===== src/hdl/scle_pkg.sv =====
package scle_pkg;

    localparam int QDEPTH = 4;
    localparam int QPTR_W = 2;
    localparam int QCNT_W = 3;

    localparam logic [2:0] CMD_NONE  = 3'd0;
    localparam logic [2:0] CMD_CHAR  = 3'd1;
    localparam logic [2:0] CMD_ERASE = 3'd2;
    localparam logic [2:0] CMD_SPACE = 3'd3;
    localparam logic [2:0] CMD_ENDL  = 3'd4;
    localparam logic [2:0] CMD_SLASH = 3'd5;
    localparam logic [2:0] CMD_ABORT = 3'd6;

    localparam logic [2:0] KIND_ECHO    = 3'd0;
    localparam logic [2:0] KIND_ERASE   = 3'd1;
    localparam logic [2:0] KIND_NEWLINE = 3'd2;
    localparam logic [2:0] KIND_RESET   = 3'd3;
    localparam logic [2:0] KIND_TOKEN   = 3'd4;

    localparam logic [1:0] MODE_IDLE  = 2'd0;
    localparam logic [1:0] MODE_OPER  = 2'd1;
    localparam logic [1:0] MODE_PARAM = 2'd2;

    localparam logic [7:0] KEY_CTRL_C = 8'h03;
    localparam logic [7:0] KEY_BS     = 8'h08;
    localparam logic [7:0] KEY_TAB    = 8'h09;
    localparam logic [7:0] KEY_LF     = 8'h0a;
    localparam logic [7:0] KEY_CR     = 8'h0d;
    localparam logic [7:0] KEY_ESC    = 8'h1b;
    localparam logic [7:0] KEY_SPACE  = 8'h20;
    localparam logic [7:0] KEY_SLASH  = 8'h2f;
    localparam logic [7:0] KEY_DEL    = 8'h7f;

    typedef struct packed {
        logic [2:0] op;
        logic [7:0] ch;
    } cmd_t;

    typedef struct packed {
        logic [2:0]  kind;
        logic [7:0]  echo;
        logic [2:0]  index;
        logic [3:0]  length;
        logic [63:0] text;
        logic        last;
    } res_t;

endpackage


===== src/hdl/scle_front.sv =====
module scle_front
    import scle_pkg::*;
(
    input  logic       clk,
    input  logic       rst_n,
    input  logic       push,
    input  logic [7:0] rx_byte,
    output logic       full,
    output logic       cmd_valid,
    output cmd_t       cmd,
    input  logic       cmd_take
);

    cmd_t              q_reg [QDEPTH];
    logic [QPTR_W-1:0] wr_ptr_reg, wr_ptr_next;
    logic [QPTR_W-1:0] rd_ptr_reg, rd_ptr_next;
    logic [QCNT_W-1:0] cnt_reg, cnt_next;
    cmd_t              word_in;
    logic              wr_en;

    function automatic logic [2:0] classify(input logic [7:0] b);
        logic [2:0] op;
        op = CMD_NONE;
        priority if (b == KEY_CTRL_C || b == KEY_ESC)
            op = CMD_ABORT;
        else if ((b >= 8'h30 && b <= 8'h39) || (b >= 8'h41 && b <= 8'h5a) ||
                 (b >= 8'h61 && b <= 8'h7a) || b == 8'h5f || b == 8'h2e ||
                 b == 8'h2d)
            op = CMD_CHAR;
        else if (b == KEY_BS || b == KEY_DEL)
            op = CMD_ERASE;
        else if (b == KEY_SPACE)
            op = CMD_SPACE;
        else if (b == KEY_LF || b == KEY_TAB)
            op = CMD_ENDL;
        else if (b == KEY_SLASH)
            op = CMD_SLASH;
        else
            op = CMD_NONE;
        return op;
    endfunction

    // Bytes that can never cause a result are accepted and dropped here.
    always_comb
    begin
        word_in.op  = classify(rx_byte);
        word_in.ch  = rx_byte;
        full        = (cnt_reg == QCNT_W'(QDEPTH));
        wr_en       = push && !full && (word_in.op != CMD_NONE);
        cmd_valid   = (cnt_reg != '0);
        cmd         = q_reg[rd_ptr_reg];
        wr_ptr_next = wr_en ? wr_ptr_reg + 1'b1 : wr_ptr_reg;
        rd_ptr_next = cmd_take ? rd_ptr_reg + 1'b1 : rd_ptr_reg;
        cnt_next    = cnt_reg + QCNT_W'(wr_en) - QCNT_W'(cmd_take);
    end

    always_ff @(posedge clk)
    begin
        if (wr_en)
        begin
            q_reg[wr_ptr_reg] <= word_in;
        end
    end

    always_ff @(posedge clk or negedge rst_n)
    begin
        if (!rst_n)
        begin
            wr_ptr_reg <= '0;
            rd_ptr_reg <= '0;
            cnt_reg    <= '0;
        end
        else
        begin
            wr_ptr_reg <= wr_ptr_next;
            rd_ptr_reg <= rd_ptr_next;
            cnt_reg    <= cnt_next;
        end
    end

endmodule


===== src/hdl/scle_back.sv =====
module scle_back
    import scle_pkg::*;
#(
    parameter int OPERATOR_LEN = 8,
    parameter int PARAM_LEN    = 8,
    parameter int PARAM_SLOTS  = 4
)
(
    input  logic clk,
    input  logic rst_n,
    input  logic cmd_valid,
    input  cmd_t cmd,
    output logic cmd_take,
    input  logic pop,
    output logic res_valid,
    output res_t res
);

    localparam int CNT_W = $clog2(PARAM_SLOTS + 1);
    localparam int IDX_W = (PARAM_SLOTS > 1) ? $clog2(PARAM_SLOTS) : 1;
    localparam logic [CNT_W-1:0] SLOTS_C = CNT_W'(PARAM_SLOTS);
    localparam logic [3:0] OPLEN_C = 4'(OPERATOR_LEN);
    localparam logic [3:0] PLEN_C  = 4'(PARAM_LEN);
    localparam logic ST_CMD = 1'b0;
    localparam logic ST_FIN = 1'b1;

    logic             state_reg, state_next;
    logic [1:0]       mode_reg, mode_next;
    logic [63:0]      optext_reg, optext_next;
    logic [3:0]       oplen_reg, oplen_next;
    logic [63:0]      ptext_reg [PARAM_SLOTS];
    logic [63:0]      ptext_next [PARAM_SLOTS];
    logic [3:0]       plen_reg [PARAM_SLOTS];
    logic [3:0]       plen_next [PARAM_SLOTS];
    logic [CNT_W-1:0] count_reg, count_next;
    logic [CNT_W-1:0] tok_reg, tok_next;
    logic             out_valid_reg, out_valid_next;
    res_t             out_reg;
    res_t             res_new;
    logic             load;
    logic             out_free;
    logic [IDX_W-1:0] rd_idx;
    logic [IDX_W-1:0] new_idx;
    logic [3:0]       cur_len;
    logic [63:0]      cur_text;

    always_comb
    begin
        state_next  = state_reg;
        mode_next   = mode_reg;
        optext_next = optext_reg;
        oplen_next  = oplen_reg;
        ptext_next  = ptext_reg;
        plen_next   = plen_reg;
        count_next  = count_reg;
        tok_next    = tok_reg;
        cmd_take    = 1'b0;
        load        = 1'b0;
        res_new     = '0;
        out_free    = !out_valid_reg || pop;
        rd_idx      = (state_reg == ST_FIN) ? IDX_W'(tok_reg - 1'b1)
                                            : IDX_W'(count_reg - 1'b1);
        new_idx     = IDX_W'(count_reg);
        cur_len     = plen_reg[rd_idx];
        cur_text    = ptext_reg[rd_idx];

        unique case (state_reg)
            ST_CMD:
            begin
                if (cmd_valid && out_free)
                begin
                    cmd_take = 1'b1;
                    unique case (cmd.op)
                        CMD_ABORT:
                        begin
                            if (mode_reg != MODE_IDLE)
                            begin
                                mode_next    = MODE_IDLE;
                                oplen_next   = '0;
                                count_next   = '0;
                                load         = 1'b1;
                                res_new.kind = KIND_RESET;
                                res_new.last = 1'b1;
                            end
                        end
                        CMD_CHAR:
                        begin
                            if (mode_reg == MODE_OPER && oplen_reg < OPLEN_C)
                            begin
                                optext_next[8*oplen_reg[2:0] +: 8] = cmd.ch;
                                oplen_next   = oplen_reg + 1'b1;
                                load         = 1'b1;
                                res_new.kind = KIND_ECHO;
                                res_new.echo = cmd.ch;
                                res_new.last = 1'b1;
                            end
                            else if (mode_reg == MODE_PARAM && cur_len < PLEN_C)
                            begin
                                ptext_next[rd_idx][8*cur_len[2:0] +: 8] = cmd.ch;
                                plen_next[rd_idx] = cur_len + 1'b1;
                                load         = 1'b1;
                                res_new.kind = KIND_ECHO;
                                res_new.echo = cmd.ch;
                                res_new.last = 1'b1;
                            end
                        end
                        CMD_ERASE:
                        begin
                            if (mode_reg == MODE_OPER)
                            begin
                                load         = 1'b1;
                                res_new.kind = KIND_ERASE;
                                res_new.last = 1'b1;
                                if (oplen_reg != '0)
                                begin
                                    optext_next[8*(3'(oplen_reg - 1'b1)) +: 8] = 8'h00;
                                    oplen_next = oplen_reg - 1'b1;
                                end
                                else
                                begin
                                    mode_next  = MODE_IDLE;
                                    count_next = '0;
                                end
                            end
                            else if (mode_reg == MODE_PARAM)
                            begin
                                load         = 1'b1;
                                res_new.kind = KIND_ERASE;
                                res_new.last = 1'b1;
                                if (cur_len != '0)
                                begin
                                    ptext_next[rd_idx][8*(3'(cur_len - 1'b1)) +: 8] = 8'h00;
                                    plen_next[rd_idx] = cur_len - 1'b1;
                                end
                                else
                                begin
                                    count_next = count_reg - 1'b1;
                                    if (count_reg == CNT_W'(1))
                                    begin
                                        mode_next = MODE_OPER;
                                    end
                                end
                            end
                        end
                        CMD_SPACE:
                        begin
                            if (mode_reg == MODE_OPER && oplen_reg != '0)
                            begin
                                mode_next     = MODE_PARAM;
                                count_next    = CNT_W'(1);
                                ptext_next[0] = '0;
                                plen_next[0]  = '0;
                                load          = 1'b1;
                                res_new.kind  = KIND_ECHO;
                                res_new.echo  = KEY_SPACE;
                                res_new.last  = 1'b1;
                            end
                            else if (mode_reg == MODE_PARAM && count_reg < SLOTS_C)
                            begin
                                count_next          = count_reg + 1'b1;
                                ptext_next[new_idx] = '0;
                                plen_next[new_idx]  = '0;
                                load                = 1'b1;
                                res_new.kind        = KIND_ECHO;
                                res_new.echo        = KEY_SPACE;
                                res_new.last        = 1'b1;
                            end
                        end
                        CMD_ENDL:
                        begin
                            if ((mode_reg == MODE_OPER && oplen_reg != '0) ||
                                mode_reg == MODE_PARAM)
                            begin
                                load         = 1'b1;
                                res_new.kind = KIND_NEWLINE;
                                state_next   = ST_FIN;
                                tok_next     = '0;
                            end
                        end
                        CMD_SLASH:
                        begin
                            if (mode_reg == MODE_IDLE)
                            begin
                                mode_next    = MODE_OPER;
                                optext_next  = '0;
                                oplen_next   = '0;
                                count_next   = '0;
                                load         = 1'b1;
                                res_new.kind = KIND_ECHO;
                                res_new.echo = KEY_SLASH;
                                res_new.last = 1'b1;
                            end
                        end
                        default:
                        begin
                        end
                    endcase
                end
            end
            ST_FIN:
            begin
                if (out_free)
                begin
                    load          = 1'b1;
                    res_new.kind  = KIND_TOKEN;
                    res_new.index = 3'(tok_reg);
                    res_new.last  = (tok_reg == count_reg);
                    if (tok_reg == '0)
                    begin
                        res_new.length = oplen_reg;
                        res_new.text   = optext_reg;
                    end
                    else
                    begin
                        res_new.length = cur_len;
                        res_new.text   = cur_text;
                    end
                    if (tok_reg == count_reg)
                    begin
                        state_next = ST_CMD;
                        mode_next  = MODE_IDLE;
                        oplen_next = '0;
                        count_next = '0;
                    end
                    else
                    begin
                        tok_next = tok_reg + 1'b1;
                    end
                end
            end
            default:
            begin
            end
        endcase

        if (load)
            out_valid_next = 1'b1;
        else if (pop)
            out_valid_next = 1'b0;
        else
            out_valid_next = out_valid_reg;
    end

    assign res_valid = out_valid_reg;
    assign res       = out_reg;

    always_ff @(posedge clk)
    begin
        optext_reg <= optext_next;
        ptext_reg  <= ptext_next;
        if (load)
        begin
            out_reg <= res_new;
        end
    end

    always_ff @(posedge clk or negedge rst_n)
    begin
        if (!rst_n)
        begin
            state_reg     <= ST_CMD;
            mode_reg      <= MODE_IDLE;
            oplen_reg     <= '0;
            count_reg     <= '0;
            tok_reg       <= '0;
            out_valid_reg <= 1'b0;
            for (int i = 0; i < PARAM_SLOTS; i++)
            begin
                plen_reg[i] <= '0;
            end
        end
        else
        begin
            state_reg     <= state_next;
            mode_reg      <= mode_next;
            oplen_reg     <= oplen_next;
            count_reg     <= count_next;
            tok_reg       <= tok_next;
            out_valid_reg <= out_valid_next;
            plen_reg      <= plen_next;
        end
    end

endmodule


===== src/hdl/serial_command_line_editor.sv =====
// Serial command line editor. Each pushed word is one received byte; the
// results queue out words for a terminal: echoed characters, erase, newline,
// reset notices and, at a line end, the operator and each parameter packed
// with its first character in the low byte. A byte is taken in every cycle
// while the four-word input queue has room. The back end executes one queued
// byte per cycle; a line end occupies it until its newline and tokens are out,
// one result per cycle, and it waits whenever the single result register is
// full and not popped.
module serial_command_line_editor
    import scle_pkg::*;
#(
    parameter int OPERATOR_LEN = 8,
    parameter int PARAM_LEN    = 8,
    parameter int PARAM_SLOTS  = 4
)
(
    input  logic        clk,
    input  logic        rst_n,
    input  logic        push,
    input  logic [7:0]  rx_byte,
    output logic        full,
    output logic        empty,
    input  logic        pop,
    output logic [2:0]  event_kind,
    output logic [7:0]  echo_char,
    output logic [2:0]  token_index,
    output logic [3:0]  token_length,
    output logic [63:0] token_text,
    output logic        last
);

    cmd_t cmd;
    logic cmd_valid;
    logic cmd_take;
    logic res_valid;
    res_t res;

    scle_front u_front (
        .clk       (clk),
        .rst_n     (rst_n),
        .push      (push),
        .rx_byte   (rx_byte),
        .full      (full),
        .cmd_valid (cmd_valid),
        .cmd       (cmd),
        .cmd_take  (cmd_take)
    );

    scle_back #(
        .OPERATOR_LEN (OPERATOR_LEN),
        .PARAM_LEN    (PARAM_LEN),
        .PARAM_SLOTS  (PARAM_SLOTS)
    ) u_back (
        .clk       (clk),
        .rst_n     (rst_n),
        .cmd_valid (cmd_valid),
        .cmd       (cmd),
        .cmd_take  (cmd_take),
        .pop       (pop),
        .res_valid (res_valid),
        .res       (res)
    );

    assign empty        = !res_valid;
    assign event_kind   = res.kind;
    assign echo_char    = res.echo;
    assign token_index  = res.index;
    assign token_length = res.length;
    assign token_text   = res.text;
    assign last         = res.last;

endmodule


===== config.mk =====
export PLATFORM = sky130hd
export DESIGN_NAME = serial_command_line_editor
export DESIGN_NICKNAME = d
export VERILOG_FILES = /design/src/hdl/scle_pkg.sv /design/src/hdl/scle_front.sv /design/src/hdl/scle_back.sv /design/src/hdl/serial_command_line_editor.sv
export SDC_FILE = /design/constraint.sdc
export NUM_CORES = 1
export LEC_CHECK = 0
export ABC_AREA = 1
export BUFFER_PORTS_ARGS = -buffer_cell sky130_fd_sc_hd__buf_2
export CELL_PAD_IN_SITES_DETAIL_PLACEMENT = 1
export CELL_PAD_IN_SITES_GLOBAL_PLACEMENT = 2
export CORE_ASPECT_RATIO = 2
export CORE_MARGIN = 1.5
export CORE_UTILIZATION = 42
export CTS_BUF_LIST = sky130_fd_sc_hd__clkbuf_16
export DETAILED_ROUTE_END_ITERATION = 8
export HOLD_SLACK_MARGIN = 0.1
export PLACE_DENSITY_LB_ADDON = 0.1
export SKIP_LAST_GASP = 1
export SLEW_MARGIN = 20
export SYNTH_ARGS = -nofsm -noshare
export SYNTH_HDL_FRONTEND = slang
export SYNTH_SLANG_ARGS = --single-unit

===== constraint.sdc =====
create_clock -name clk -period 11.35 [get_ports clk]
set_clock_uncertainty 0.15 [all_clocks]
set_input_delay 1.135 -clock clk [delete_from_list [all_inputs] [get_ports clk]]
set_output_delay 1.135 -clock clk [all_outputs]
set_load 0.05 [all_outputs]

# == Word-level counts from Yosys, hierarchy flattened ==
# Memory sizes are Yosys's and may differ from the RTL's.
# Index checks and enable logic that the tools add are counted.
# totals
ff_bits,440
ramBits,44
in_bits,12
wordCells,303
memories,1
# op_classes
n_addsub,16
magnitude_cmp,13
eq_ne,53
shift,8
muxes,137
bitwise,8
reduce_logical,43
# mem_list
name,depth,word_bits,read_ports,rd_ports_with_merged_regs,write_ports,line_no,source
u_front.q_reg,4,11,1,0,1,scle_front.sv:14,cmd_t q_reg [QDEPTH];
# ops
cell,n
two-way mux 256 bit,6
case mux 256 bit (3 select lines),1
two-way mux 64 bit,10
bitwise mux 256 bit,2
demux 64 bit (select 2 bit),3
bitwise AND 256 bit,1
inverter 256 bit,1
variable shift 8 x 34 -> 64 bit (first input constant),4
two-way mux 192 bit,1
case mux 64 bit (3 select lines),1
negator 6 -> 34 bit,4
binary-select mux 64 bit (select 2 bit),1
bitwise mux 64 bit,2
variable part select 8 x 34 -> 64 bit,2
variable part select 8 x 34 -> 64 bit (first input constant),2
two-way mux 16 bit,6
two-way mux 3 bit,24
two-way mux 68 bit,1
two-way mux 4 bit,13
case mux 16 bit (3 select lines),1
two-way mux 11 bit,3
bitwise mux 16 bit,2
== test 8 x 6 -> 1 bit (second input constant),4
two-way mux 2 bit,14
other kinds (69),169

# == Logic depth before layout (Yosys ltp) ==
# Gate-level depths: netlist of run 1.
# depth
word_depth,16
mapped_depth,19
mapped_depth_nobuf,18

# == By module ==
# A second synthesis of run 1 with hierarchy kept.
# hier_totals
hier_cells,3238
area_unflattened_um2,27836.7
# by_module_without_submodules
mod,instances,cells_each,area_each_um2
scle_back,1,3017,25456.9
scle_front,1,220,2376.0
serial_command_line_editor,1,1,3.8

# == Least setup slack after synthesis of run 1 ==
# OpenSTA, ideal clock, no wires.
# synth_timing
path_type,input to register
start,input port pop
end,register u_back.out_reg (netlist bit u_back.res[0]) (enable)
setup_time_ns,1.025
arrival_ns,3.930
required_ns,10.175
path_slack_ns,6.245
path_stages,6
n_path_buf,2
path_cell_list,nor2_1 nor2_1 clkbuf_1 inv_2 clkbuf_1 nand3_1
# synth_between
elab_chain_cells,4
elab_cells_between_ends,5
cone_classes,3 x mux; 2 x reduce/logical
# synth_rtl
item,line_no,source
from (decl),serial_command_line_editor.sv:23,"input logic pop,"
logical OR 1 bit (*),scle_back.sv:60,out_free = !out_valid_reg || pop;
logical AND 1 bit,scle_back.sv:70,if (cmd_valid && out_free)
two-way mux 1 bit,scle_back.sv:70,
case mux 1 bit (2 select lines) (*),scle_back.sv:67,unique case (state_reg)
net u_back.load,scle_back.sv:40,logic load;
to (signal assigned),scle_back.sv:253,out_reg <= res_new;
to (decl),scle_back.sv:38,res_t out_reg;
# The timed path passes the listed nets; every way through them passes the cells marked *.
# A chain may end at the register's enable or synchronous reset.

==> impl_metrics.tcl, run 1 <==
set metrics [dict create \
    status "completed" \
    synthAdderAreaFrac_pct 1.49 \
    crit_type "reg -> reg" \
    rsz0062_at_grt "no" \
    slew_headroom_pct 23.9 \
    rows 134 \
    reg2reg_from "u_back.count_reg[0]$_DFFE_PN0P_" \
    cts_tree "done" \
    hold_buffers 0 \
    synth.area.mux_share_pct 0 \
    place.detailed.hpwl_um 85200 \
    syn_area_mm2 0.0282 \
    ios 97 \
    crit_chain "inv_2 > ha_1 > inv_1 > o21ai_4 > nand2_1 > nand2_2 > inv_1 > ha_1 > ha_1 > inv_1 > nor2_8 > nand2_2 > a21oi_1" \
    core_mm2 0.0666 \
    viasPerCell 5.85 \
    routed_wl_um 117000 \
    cts_root_buffer "clkbuf_16" \
    cts_inserted_buffers 46 \
    drc 0 \
    slew_viol_final 0 \
    vias 25592 \
    min_period_ps 5330 \
    cts_sinks 484 \
    mostFrequentLayoutCells "nand2_1 (858), nand3_1 (469), edfxtp_1 (447)" \
    postCtsSetupBuffers 0 \
    drt-pass1-iter-count 5 \
    place.gp.congestion 0.920 \
    yosysWarnings 0 \
    start_util_pct 42.4 \
    die-height_um 370 \
    holdPathStages 2 \
    report.final.setup_viol 0 \
    antenna_left 0 \
    synth_top_family_by_area "simple AND/OR/NAND/NOR gates" \
    grt_pass1_wl_um 173000 \
    min_from "u_back.plen_reg[12]$_DFFE_PN0P_" \
    grt_pass1_vias 27158 \
    critPathLaunchType "flop" \
    ys_ff_latch 484 \
    critPathSlowestCell "a21oi_1" \
    cp_max_fo 11 \
    min_path_type "reg -> reg" \
    area_delta_synth_final_pct 9.96 \
    worst-r2r-cell-count 13 \
    cp-end-kind "flop" \
    diodes 0 \
    grt.overflow.total 0 \
    die_x_um 186 \
    synthFlopType "edfxtp_1" \
    synth_xor_area_share_pct 0.403 \
    clk_latency_ps 620 \
    cts.clk_slew.worst_paths_ps 70 \
    wl_per_cell_um 26.8 \
    synth-simple-area-share_pct 31.0 \
    htreeDepth 2 \
    finalCritPeriodShare_pct 47.0 \
    antenna_found_initial 1 \
    hold_viol_final 0 \
    die_area_mm2 0.0689 \
    arrival_ps 5400 \
    cts_resized 0 \
    required_ps 11420 \
    syn_area_per_cell_um2 8.24 \
    max_freq_mhz 188 \
    final_common_cell "nand2_1" \
    final_area_mm2 0.0311 \
    synth_cells 3429 \
    fillCellCount 8011 \
    port_buffers 96 \
    drive_gt1_share_pct 10.7 \
    crit_path_max_incr_delay_ps 910 \
    postPlaceCellArea_mm2 0.0294 \
    dpl_worst_slack_ps 6080 \
    rrSetupSlack_ps 6020 \
    worst_slack_ps 6020 \
    synth_compound_area_share_pct 8.61 \
    holdPathEnd "u_back.plen_reg[12]$_DFFE_PN0P_" \
    worst_slew_pin_slew_ps 1140 \
    tns_ps 0 \
    async_flop_share_pct 7.64 \
    seq_area_frac_synth_pct 50.8 \
    syn-num-nets 3474 \
    clock_path_buffers 3 \
    cp_top_family "adder cells" \
    fin_nets 3498 \
    path_depth 13 \
    drtIter0Drc 1697 \
    synth_cell_type_count 52 \
    crit_buf_inv 4 \
    maxCapViolations 0 \
    grt_max_degree 94 \
    grt_usage_pct 33.8 \
    synth_edf_count 447 \
]
[worst register-to-register path, delay by kind of cell, from the launching register on]
kind            cells  cell delay [ps]
compound gates      2             1210
fa+ha+maj           3             1450
buf+inv             4              800
flops               1              550
simple gates        4              800
[worst max path at each step]
stage | startpoint | slack (ps) | end
floorplan | pop | 6250 | u_back.res[0]$_DFFE_PP_
global placement | u_front.rd_ptr_reg[0]$_DFFE_PN0P_ | 6240 | u_back.res[10]$_SDFFCE_PN0P_
detailed placement | u_front.rd_ptr_reg[0]$_DFFE_PN0P_ | 6080 | u_back.res[11]$_SDFFCE_PN0P_
CTS | u_front.rd_ptr_reg[0]$_DFFE_PN0P_ | 6070 | u_back.res[4]$_SDFFCE_PN0P_
global route | u_front.rd_ptr_reg[0]$_DFFE_PN0P_ | 5720 | u_back.res[4]$_SDFFCE_PN0P_
finish | u_back.count_reg[0]$_DFFE_PN0P_ | 6020 | flop
[cell type report]
class,instances,area [µm²],share of cell area [%]
inverters,387,1470,4.74
clock buffers,46,1150,3.71
clock inverters,40,488,1.57
flip-flops and latches,484,14300,46.2
repair buffers,130,736,2.37
multi-input cells,2404,11800,37.9
well taps,884,1110,3.56
[cell usage after synthesis (all sizes together), types with 2 or more instances]
master     n  area share [%]
a22oi     12            0.32
nand3    488             9.0
o2111ai   27            0.84
o211ai    13            0.35
clkinv     2           0.027
a31oi      2           0.044
o21ai    106             2.0
dfrtp     37             3.3
ha        32             1.4
nand2    910              13
xor2       7            0.22
nor2     427             6.7
o22ai     78             1.7
inv      385             5.2
clkbuf    86             1.1
xnor2      6            0.19
a21oi    172             3.1
o31ai      6            0.16
edfxtp   447              48
buf       68             1.4
nand4     45             1.1
o311ai     2           0.062
nor3      61             1.1
and3       2           0.044
[kinds of logic (layout without fill, tap and decap cells)]
kind of cell    after synthesis  in the layout
xor+xnor                     13             13
buf+inv                     541            603
fa+ha+maj                    33             33
simple gates               1937           1937
flops                       484            484
compound gates              421            421
[routing by layer]
| layer | global-route usage [%] | part of all wire (%) | up-vias | wire, µm |
|---|---|---|---|---|
| met4 | 31.0 | 10 | 2 | 12300 |
| met3 | 4.19 | 4.5 | 409 | 5310 |
| met1 | 33.9 | 34 | 12669 | 39800 |
| met2 | 60.9 | 51 | 916 | 59800 |
| met5 | 0 | 0.0077 | - | 9 |
| li1 | - | - | 11596 | - |
[metrics by stage]
step	utilization, %	cells	hold slack (ps)
2_1_floorplan	-	3429	299
3_3_place_gp	44.2	4289	323
3_5_place_dp	44.2	4289	343
4_1_cts	46.6	4375	357
5_1_grt	46.7	4375	394
6_report	46.7	4375	355
Power of run 1 is not shown: default switching activity piles up to over one toggle a cycle in this logic, so the estimate is an artifact.
==> run 2, diff against run 1 <==
--- a/config.mk
+++ b/config.mk
@@ -11,7 +11,7 @@
 export CELL_PAD_IN_SITES_GLOBAL_PLACEMENT = 2
 export CORE_ASPECT_RATIO = 2
 export CORE_MARGIN = 1.5
-export CORE_UTILIZATION = 42
+export CORE_UTILIZATION = 39
 export CTS_BUF_LIST = sky130_fd_sc_hd__clkbuf_16
 export DETAILED_ROUTE_END_ITERATION = 8
 export HOLD_SLACK_MARGIN = 0.1
==> constraint.sdc (replaced) <==
create_clock -name clk -period 5.3 [get_ports clk]
set_clock_uncertainty 0.15 [all_clocks]
set_input_delay 0.53 -clock clk [delete_from_list [all_inputs] [get_ports clk]]
set_output_delay 0.53 -clock clk [all_outputs]
set_load 0.05 [all_outputs]
==> impl_metrics.tcl, run 2 (synthesis gave the netlist of run 1 again) <==
set metrics [dict create \
    drive_gt1_share_pct 11.7 \
    clock_path_buffers 3 \
    mostFrequentLayoutCells "nand2_1 (858), nand3_1 (469), edfxtp_1 (447)" \
    slew_headroom_pct 24.6 \
    die-height_um 384 \
    worst_slew_pin_slew_ps 1120 \
    cp-end-kind "flop" \
    critPathLaunchType "flop" \
    cts_resized 0 \
    cts_root_buffer "clkbuf_16" \
    holdPathStages 3 \
    min_period_ps 4500 \
    report.final.setup_viol 0 \
    grt-busiest-layer "met2" \
    grt_pass1_wl_um 178000 \
    grt_pass1_vias 27088 \
    area_delta_synth_final_pct 11.6 \
    tns_ps 0 \
    hold_viol_final 0 \
    status "completed" \
    cts_tree "done" \
    use_met1_pct 33.2 \
    rrSetupSlack_ps 800 \
    final_common_cell "nand2_1" \
    slew_viol_final 0 \
    viasPerCell 5.75 \
    cts.clk_slew.worst_paths_ps 70 \
    cp_max_fo 9 \
    rsz0062_at_grt "no" \
    finalCritPeriodShare_pct 84.9 \
    place.detailed.hpwl_um 88800 \
    start_util_pct 39.4 \
    holdPathEnd "u_back.res[0]$_DFFE_PP_" \
    cts_inserted_buffers 47 \
    use_met3_pct 3.50 \
    reg2reg_from "u_back.count_reg[0]$_DFFE_PN0P_" \
    max_freq_mhz 222 \
    fin_nets 3565 \
    vias 25750 \
    min_path_type "in -> reg" \
    antenna_found_initial 2 \
    arrival_ps 4590 \
    htreeDepth 2 \
    drc 0 \
    cts_sinks 484 \
    die_x_um 193 \
    port_buffers 96 \
    worst-r2r-cell-count 16 \
    drt-pass1-iter-count 5 \
    routed_wl_um 120000 \
    rows 139 \
    maxCapViolations 0 \
    drtIter0Drc 1778 \
    grt_use_met2_pct 58.6 \
    core_mm2 0.0717 \
    ios 97 \
    crit_type "reg -> reg" \
    min_from "pop" \
    place.gp.congestion 0.948 \
    antenna_left 0 \
    wl_per_cell_um 26.8 \
    clk_latency_ps 640 \
    die_area_mm2 0.0741 \
    required_ps 5400 \
    grt.overflow.total 0 \
    grt_usage_pct 32.2 \
    grt_max_degree 137 \
    postCtsSetupBuffers 0 \
]
run 2: layer usage:
layer	vias up	wire length [µm]
met1	12778	41700
met2	865	62000
met3	380	4730
li1	11727	-
met5	-	0
met4	0	11600
run 2: repair_timing:
item / 4_1_cts / 5_1_grt
hold buffers: 10 / 0
setup endpoints to repair: 0 / 0
hold endpoints to repair: 70 / 0
run 2: how the worst max path moves through the flow:
stage | from | cells after the start | endpoint | slack (ps)
after floorplan | u_back.count_reg[0]$_DFFE_PN0P_ | 12 | u_back.res[0]$_DFFE_PP_ | 590
after global placement | u_back.count_reg[0]$_DFFE_PN0P_ | 16 | flop | 960
after detailed placement | u_back.count_reg[0]$_DFFE_PN0P_ | 16 | flop | 790
after CTS | u_back.count_reg[0]$_DFFE_PN0P_ | 16 | flop | 780
after global routing | u_back.count_reg[0]$_DFFE_PN0P_ | 16 | flop | 470
final | u_back.count_reg[0]$_DFFE_PN0P_ | 16 | flop | 800
run 2: critical path: stages (launching register included):
cell and delay, ps:
dfrtp_1 550, inv_2 100, ha_1 300, inv_1 90, o21ai_4 320, nand2_1 130
nand2_2 200, inv_1 130, ha_1 290, ha_1 320, inv_1 120, nand2_1 100
nor3_2 270, nand2_1 120, nand2_1 230, nand2_2 190, nor2_1 520
run 2: metrics by stage:
step / util [%] / area, µm² / hold slack [ps] / instances / worst slack (ps)
finish: 44.0 / 31500 / 274 / 4476 / 801
detailed placement: 41.7 / 29900 / 323 / 4377 / 794
global placement: 41.7 / 29900 / 316 / 4377 / 962
global route: 44.0 / 31500 / 300 / 4476 / 474
CTS: 44.0 / 31500 / 255 / 4470 / 777
floorplan: - / 28200 / 84.4 / 3429 / 588
run 2: cell type report:
class / instances / area (µm²)
antenna: 6 / 15.0
clock buffer: 47 / 1180
clock inverter: 36 / 322
fill: 8670 / 40100
inverter: 387 / 1470
multi-input combinational: 2404 / 11800
sequential: 484 / 14300
tap: 916 / 1150
timing repair buffer: 196 / 1300
Power of run 2 is left out for the same reason.
